$ cat src/rv64dec_pkg.sv
// ----------------------------------------------------------------------------
// rv64dec_pkg
// Opcodes, mnemonic codes, operand forms and the decoded item type shared by
// the rv64i subset decoder.
// ----------------------------------------------------------------------------
package rv64dec_pkg;

  localparam int unsigned InstrW = 32;
  localparam int unsigned MnemW  = 6;
  localparam int unsigned RegW   = 5;

  localparam logic [6:0] OPC_OPIMM = 7'b0010011;
  localparam logic [6:0] OPC_LUI   = 7'b0110111;
  localparam logic [6:0] OPC_JAL   = 7'b1101111;
  localparam logic [6:0] OPC_JALR  = 7'b1100111;
  localparam logic [6:0] OPC_LOAD  = 7'b0000011;
  localparam logic [6:0] OPC_STORE = 7'b0100011;
  localparam logic [6:0] OPC_OP    = 7'b0110011;

  localparam logic [31:0] LUI_MASK = 32'b11111111111111111111000000000000;

  localparam logic [5:0] F6_ZERO  = 6'b000000;
  localparam logic [5:0] F6_ARITH = 6'b010000;
  localparam logic [6:0] F7_ZERO  = 7'b0000000;
  localparam logic [6:0] F7_ALT   = 7'b0100000;

  localparam logic [2:0] F3_ADD  = 3'd0;
  localparam logic [2:0] F3_SLL  = 3'd1;
  localparam logic [2:0] F3_SLT  = 3'd2;
  localparam logic [2:0] F3_SLTU = 3'd3;
  localparam logic [2:0] F3_XOR  = 3'd4;
  localparam logic [2:0] F3_SR   = 3'd5;
  localparam logic [2:0] F3_OR   = 3'd6;
  localparam logic [2:0] F3_AND  = 3'd7;

  typedef enum logic [MnemW-1:0] {
    MN_INV   = 6'd0,
    MN_ADDI  = 6'd1,
    MN_SLLI  = 6'd2,
    MN_SLTI  = 6'd3,
    MN_SLTIU = 6'd4,
    MN_XORI  = 6'd5,
    MN_SRLI  = 6'd6,
    MN_SRAI  = 6'd7,
    MN_ORI   = 6'd8,
    MN_ANDI  = 6'd9,
    MN_LUI   = 6'd10,
    MN_JAL   = 6'd11,
    MN_JALR  = 6'd12,
    MN_LB    = 6'd13,
    MN_LH    = 6'd14,
    MN_LW    = 6'd15,
    MN_LD    = 6'd16,
    MN_LBU   = 6'd17,
    MN_LHU   = 6'd18,
    MN_LWU   = 6'd19,
    MN_SB    = 6'd20,
    MN_SH    = 6'd21,
    MN_SW    = 6'd22,
    MN_SD    = 6'd23,
    MN_ADD   = 6'd24,
    MN_SUB   = 6'd25,
    MN_SLL   = 6'd26,
    MN_SLT   = 6'd27,
    MN_SLTU  = 6'd28,
    MN_XOR   = 6'd29,
    MN_SRL   = 6'd30,
    MN_SRA   = 6'd31,
    MN_OR    = 6'd32,
    MN_AND   = 6'd33
  } mnem_e;

  typedef enum logic [2:0] {
    FORM_INV   = 3'd0,
    FORM_RRI   = 3'd1,
    FORM_RI    = 3'd2,
    FORM_LOAD  = 3'd3,
    FORM_STORE = 3'd4,
    FORM_RRR   = 3'd5
  } form_e;

  typedef struct packed {
    mnem_e              mnemonic;
    form_e              form;
    logic [RegW-1:0]    rd;
    logic [RegW-1:0]    rs1;
    logic [RegW-1:0]    rs2;
    logic signed [31:0] imm;
  } dec_t;

endpackage

$ cat src/rv64dec_decode.sv
// ----------------------------------------------------------------------------
// rv64dec_decode
// Combinational decode of one instruction word into mnemonic, form,
// register numbers and immediate (shift amounts zero-extended); unsupported words give zeros.
// ----------------------------------------------------------------------------
module rv64dec_decode (
  input  logic [rv64dec_pkg::InstrW-1:0] instr_i,
  output rv64dec_pkg::dec_t              dec_o
);
  import rv64dec_pkg::*;

  logic [6:0]        opc;
  logic [RegW-1:0]   rd;
  logic [2:0]        f3;
  logic [RegW-1:0]   r1;
  logic [RegW-1:0]   r2;
  logic [6:0]        f7;
  logic [5:0]        f6;
  logic [31:0]       i12;
  logic [31:0]       s12;
  logic [31:0]       j21;
  logic [31:0]       sh;
  dec_t              raw;

  assign opc = instr_i[6:0];
  assign rd  = instr_i[11:7];
  assign f3  = instr_i[14:12];
  assign r1  = instr_i[19:15];
  assign r2  = instr_i[24:20];
  assign f7  = instr_i[31:25];
  assign f6  = instr_i[31:26];
  assign i12 = {{20{instr_i[31]}}, instr_i[31:20]};
  assign s12 = {{20{instr_i[31]}}, instr_i[31:25], instr_i[11:7]};
  assign j21 = {{12{instr_i[31]}}, instr_i[19:12], instr_i[20], instr_i[30:21], 1'b0};
  assign sh  = {26'd0, instr_i[25:20]};

  always_comb begin
    raw          = '0;
    raw.mnemonic = MN_INV;
    raw.form     = FORM_INV;
    case (opc)
      OPC_OPIMM: begin
        raw.form = FORM_RRI;
        raw.rd   = rd;
        raw.rs1  = r1;
        raw.imm  = i12;
        case (f3)
          F3_ADD:  raw.mnemonic = MN_ADDI;
          F3_SLT:  raw.mnemonic = MN_SLTI;
          F3_SLTU: raw.mnemonic = MN_SLTIU;
          F3_XOR:  raw.mnemonic = MN_XORI;
          F3_OR:   raw.mnemonic = MN_ORI;
          F3_AND:  raw.mnemonic = MN_ANDI;
          F3_SLL: begin
            raw.imm = sh;
            if (f6 == F6_ZERO) raw.mnemonic = MN_SLLI;
          end
          F3_SR: begin
            raw.imm = sh;
            if (f6 == F6_ZERO) raw.mnemonic = MN_SRLI;
            else if (f6 == F6_ARITH) raw.mnemonic = MN_SRAI;
          end
          default: raw.mnemonic = MN_INV;
        endcase
      end
      OPC_LUI: begin
        raw.mnemonic = MN_LUI;
        raw.form     = FORM_RI;
        raw.rd       = rd;
        raw.imm      = instr_i & LUI_MASK;
      end
      OPC_JAL: begin
        raw.mnemonic = MN_JAL;
        raw.form     = FORM_RI;
        raw.rd       = rd;
        raw.imm      = j21;
      end
      OPC_JALR: begin
        raw.mnemonic = MN_JALR;
        raw.form     = FORM_RRI;
        raw.rd       = rd;
        raw.rs1      = r1;
        raw.imm      = i12;
      end
      OPC_LOAD: begin
        raw.form = FORM_LOAD;
        raw.rd   = rd;
        raw.rs1  = r1;
        raw.imm  = i12;
        case (f3)
          3'd0:    raw.mnemonic = MN_LB;
          3'd1:    raw.mnemonic = MN_LH;
          3'd2:    raw.mnemonic = MN_LW;
          3'd3:    raw.mnemonic = MN_LD;
          3'd4:    raw.mnemonic = MN_LBU;
          3'd5:    raw.mnemonic = MN_LHU;
          3'd6:    raw.mnemonic = MN_LWU;
          default: raw.mnemonic = MN_INV;
        endcase
      end
      OPC_STORE: begin
        raw.form = FORM_STORE;
        raw.rs1  = r1;
        raw.rs2  = r2;
        raw.imm  = s12;
        case (f3)
          3'd0:    raw.mnemonic = MN_SB;
          3'd1:    raw.mnemonic = MN_SH;
          3'd2:    raw.mnemonic = MN_SW;
          3'd3:    raw.mnemonic = MN_SD;
          default: raw.mnemonic = MN_INV;
        endcase
      end
      OPC_OP: begin
        raw.form = FORM_RRR;
        raw.rd   = rd;
        raw.rs1  = r1;
        raw.rs2  = r2;
        if (f7 == F7_ZERO) begin
          case (f3)
            F3_ADD:  raw.mnemonic = MN_ADD;
            F3_SLL:  raw.mnemonic = MN_SLL;
            F3_SLT:  raw.mnemonic = MN_SLT;
            F3_SLTU: raw.mnemonic = MN_SLTU;
            F3_XOR:  raw.mnemonic = MN_XOR;
            F3_SR:   raw.mnemonic = MN_SRL;
            F3_OR:   raw.mnemonic = MN_OR;
            F3_AND:  raw.mnemonic = MN_AND;
            default: raw.mnemonic = MN_INV;
          endcase
        end else if (f7 == F7_ALT && f3 == F3_ADD) begin
          raw.mnemonic = MN_SUB;
        end else if (f7 == F7_ALT && f3 == F3_SR) begin
          raw.mnemonic = MN_SRA;
        end
      end
      default: raw.mnemonic = MN_INV;
    endcase
  end

  // invalid words clear every field
  always_comb begin
    dec_o = raw;
    if (raw.mnemonic == MN_INV) begin
      dec_o          = '0;
      dec_o.mnemonic = MN_INV;
      dec_o.form     = FORM_INV;
    end
  end

endmodule

$ cat src/rv64i_subset_instruction_decoder.sv
// ----------------------------------------------------------------------------
// rv64i_subset_instruction_decoder
// Order: start loads the word into instr_q and sets in_vld_q; in_vld_q loads
// the decoded item into dec_q and sets done_q, which drives done_o.
// Throughput: one item per cycle; busy is always low, the receiver cannot
// stall and the input and result registers form a two-stage pipeline.
// Reset clears the stage valid flags; payload registers are not reset.
// ----------------------------------------------------------------------------
module rv64i_subset_instruction_decoder (
  input  logic                                clk_i,
  input  logic                                rst_ni,
  input  logic                                start,
  output logic                                busy,
  input  logic [rv64dec_pkg::InstrW-1:0]      instr_i,
  output logic                                done_o,
  output logic [rv64dec_pkg::MnemW-1:0]       mnemonic_o,
  output logic [2:0]                          form_o,
  output logic [rv64dec_pkg::RegW-1:0]        rd_o,
  output logic [rv64dec_pkg::RegW-1:0]        rs1_o,
  output logic [rv64dec_pkg::RegW-1:0]        rs2_o,
  output logic signed [31:0]                  imm_o
);
  import rv64dec_pkg::*;

  logic [InstrW-1:0] instr_q;
  logic              in_vld_q;
  dec_t              dec_d;
  dec_t              dec_q;
  logic              done_q;

  assign busy = 1'b0;

  always_ff @(posedge clk_i or negedge rst_ni) begin
    if (!rst_ni) begin
      in_vld_q <= 1'b0;
      done_q   <= 1'b0;
    end else begin
      in_vld_q <= start;
      done_q   <= in_vld_q;
    end
  end

  always_ff @(posedge clk_i) begin
    if (start) begin
      instr_q <= instr_i;
    end
    if (in_vld_q) begin
      dec_q <= dec_d;
    end
  end

  rv64dec_decode u_decode (
    .instr_i (instr_q),
    .dec_o   (dec_d)
  );

  assign done_o     = done_q;
  assign mnemonic_o = dec_q.mnemonic;
  assign form_o     = dec_q.form;
  assign rd_o       = dec_q.rd;
  assign rs1_o      = dec_q.rs1;
  assign rs2_o      = dec_q.rs2;
  assign imm_o      = dec_q.imm;

endmodule

$ cat config.mk
export PLATFORM = sky130hd
export DESIGN_NAME = rv64i_subset_instruction_decoder
export DESIGN_NICKNAME = d
export VERILOG_FILES = /design/src/rv64dec_pkg.sv /design/src/rv64dec_decode.sv /design/src/rv64i_subset_instruction_decoder.sv
export SDC_FILE = /design/constraint.sdc
export NUM_CORES = 1
export LEC_CHECK = 0
export BUFFER_PORTS_ARGS = -buffer_cell sky130_fd_sc_hd__buf_2
export CORE_UTILIZATION = 45
export DETAILED_ROUTE_END_ITERATION = 8
export PLACE_DENSITY = 0.72
export SLEW_MARGIN = 0
export SYNTH_ARGS = -nofsm -noshare
export SYNTH_HDL_FRONTEND = slang
export SYNTH_SLANG_ARGS = --single-unit
$ cat constraint.sdc
create_clock -name clk_i -period 6.03 [get_ports clk_i]
set_input_delay 0.3015 -clock clk_i [delete_from_list [all_inputs] [get_ports clk_i]]
set_output_delay 0.3015 -clock clk_i [all_outputs]
set_load 0.005 [all_outputs]
==> out/qor.yml <==
result_of_the_run: "completed"
synth_cell_type_count: 63
global_route_wire_length_before_repair_um: 14780
core-area_um2: 9284
finalCritPeriodShare_pct: 47.76
maxClockFrequency_mhz: 347.3
post_dp_cell_area_um2: 4768
dominantRegCellSynth: "edfxtp_1"
p_int_mw: 1.054
hold_viol_final: 0
cts.clk_slew.worst_paths_ps: 90
netSwitchingFraction_pct: 23.06
synth.cell_area_um2: 4343
numCtsBuffers: 9
drt-total-wl_um: 9580
clock_tree.root_cell: "clkbuf_8"
number_of_drc_markers_after_the_initial_detailed_route_iteration: 246
synth_async_sr_flop_share_pct: 2.105
average_routed_wire_per_standard_cell_um: 17.74
rsz0062_at_grt: "no"
floorplan.io_pins: 93
synth.avg_cell_area_um2: 13.20
chipHeight_um: 100.2
tightestPinTransition_ps: 1214
final.min_clock_period_ps: 2880
final_max_tran_viols: 0
route.detailed.drc: 0
power.switching_uw: 316.0
drive_gt1_share_pct: 29.68
yosys.area.top_type_share_pct: 60.85
clk_path_buf_depth: 2
mappedNetlistNets: 367
timing.clock.skew_ps: 9.956
postSynthCellCount: 329
criticalPathCategory: "reg -> reg"
area_growth_syn_to_layout_pct: 15.15
timing.max_cap.violations: 0
wirelength_met1_um: 4090
power.density_cell_area_nw_per_um2: 274.0
fp.dieW_um: 100.2
place_hpwl_um: 6483
grt_usage_pct: 19.53
setup_violations: 0
first_global_vias: 2879
place.port_buffers: 91
seq_power_share_pct: 59.1
power.share.combinational_pct: 7.4
synthTopCellsByArea: "edfxtp_1, a31oi_1, a22oi_1"
total_number_of_placement_rows: 35
worst_setup_timing_slack_at_the_placement_stage_ps: 3224
power.static_leakage_nw: 1.737
initial_utilization_pct: 46.78
n_fill_cell: 829
yosysTopAreaCell: "edfxtp_1"
tritoncts: "done"
irDropWorstVdd_mv: 0.1837
clock_insertion_delay_worst_skew_ps: 360
detailroute.via_count: 3164
critical_path.startpoint_type: "register"
routed-wl-met2_um: 4431
cts.sink_count: 95
postCtsSetupRepairBufs: 0
synth_warnings: 0
wl_met3_um: 772
antenna_diode_instance_count: 0
grt.overflow.total: 0
globalplace.congestion: 0.9003
post_drt_via_cell_ratio: 5.859
worstSetupEndpointType: "register"
final_setup_slack_of_the_worst_path_ps: 3150
most-common-layout-cells: "buf_2, edfxtp_1, a31oi_1, nand2_1, a22oi_1"
crit_path_max_fanout: 51
drt_pre_antenna_iters: 4
synth_seq_cells: 95
worst_slew_margin_rel_pct: 19.04
crit_arrival_ps: 2930
share_clk_of_total_power_pct: 33.5
grt_max_degree: 58
hold_path_class: "in -> reg"
timing.setup.tns_ps: 0
fin_nets: 444
final_antenna_net_count: 0
ys_seq_area_share_pct: 64.30
htree_levels: 3
dieArea_um2: 10050
top_layer: "met4"
number_of_enable_flip_flop_cells_after_synthesis: 88
finish.instance_area_um2: 5001
final_common_cell: "buf_2"
grt_antenna_before_repair: 0
worst-endpoint-required_ps: 6080
## layout make-up
type | instances | area [um2] | area share (%)
inverters | 8 | 30.03 | 0.6004
multi-input cells | 198 | 1313 | 26.24
well taps | 129 | 161.4 | 3.227
clock buffers | 11 | 141.4 | 2.827
clock inverters | 5 | 81.33 | 1.626
repair buffers | 94 | 480.5 | 9.607
flip-flops and latches | 95 | 2794 | 55.87
## cells in the mapped netlist, types with 3 or more instances
cell type      count
edfxtp_1          88
a31oi_1           50
nand2_1           34
a22oi_1           26
nor2_1            10
buf_6              9
o21ai_0            8
inv_1              7
a21oi_1            6
buf_2              5
clkbuf_1           5
dfxtp_1            5
dlygate4sd3_1      4
nor3_1             4
buf_4              3
ha_1               3
mux2i_1            3
nand3_1            3
o211ai_1           3
## logic make-up after synthesis
logic type               Yosys count  synth area share, %
XOR/XNOR                           2               0.4034
AO/OA/AOI/OAI                    112                18.24
buffers and inverters             36                5.762
flip-flops                        95                64.30
multiplexers                       4               0.9507
adder cells (fa/ha/maj)            3               0.8644
AND/OR/NAND/NOR                   76                9.393
other                              1              0.08635
## layer usage
layer | global-route usage (%) | vias to the layer above
met2 | 29.66 | 155
met1 | 25.98 | 1534
met3 | 5.780 | 27
met5 | 0 | -
li1 | - | 1448
met4 | 8.807 | 0
## power by group through the flow
stage / Sequential, mW / Clock (mW) / Combinational [mW]
floorplan: 0.806 / 0 / 0.0659
global placement: 0.822 / 0 / 0.0984
detailed placement: 0.823 / 0 / 0.101
CTS: 0.809 / 0.467 / 0.102
global route: 0.814 / 0.489 / 0.113
finish: 0.809 / 0.459 / 0.102
## worst paths after layout
path	startpoint	end	slack (ps)	depth (start not counted)
max	instr_q[31]$_DFFE_PP_	imm_o[2]$_SDFFCE_PN0P_	3150	5
min	instr_i[21]	instr_q[21]$_DFFE_PP_	110	1
max reg2reg	instr_q[31]$_DFFE_PP_	imm_o[2]$_SDFFCE_PN0P_	3150	5
min reg2reg	register	mnemonic_o[5]$_SDFFCE_PN0P_	610	1
max in group asynchronous	rst_ni	in_vld_q$_DFF_PN0_	5680	2
min in group asynchronous	rst_ni	done_o$_DFF_PN0_	240	2
## sequential cells by signal, indices dropped and copies added, names as in the netlist, named ones only
| signal | cells |
|---|---|
| done_o | 1 |
| rs1_o | 5 |
| rs2_o | 5 |
| form_o | 3 |
| instr_q | 32 |
| imm_o | 32 |
| rd_o | 5 |
| in_vld_q | 1 |
| mnemonic_o | 6 |
## worst max-delay path: stages (launching register included)
cell and delay [ps]:
edfxtp_1 860, nor3_1 120, a21boi_0 210, o311ai_0 270
nor2_4 880, a31oi_1 220
## stage by stage
step / cells / power, mW / util (%) / hold WS, ps
global placement: 523 / 0.9202 / 51.36 / 88.46
CTS: 540 / 1.377 / 53.87 / 96.72
finish: 540 / 1.370 / 53.87 / 114.3
floorplan: 329 / 0.8715 / - / 5.909
global route: 540 / 1.416 / 53.87 / 93.14
detailed placement: 523 / 0.9240 / 51.36 / 89.23
## repair_timing
item,CTS,global route
hold endpoints to repair,2,0
resized for setup,0,0
hold buffers,1,0
Power figures use the tool's default switching activity.
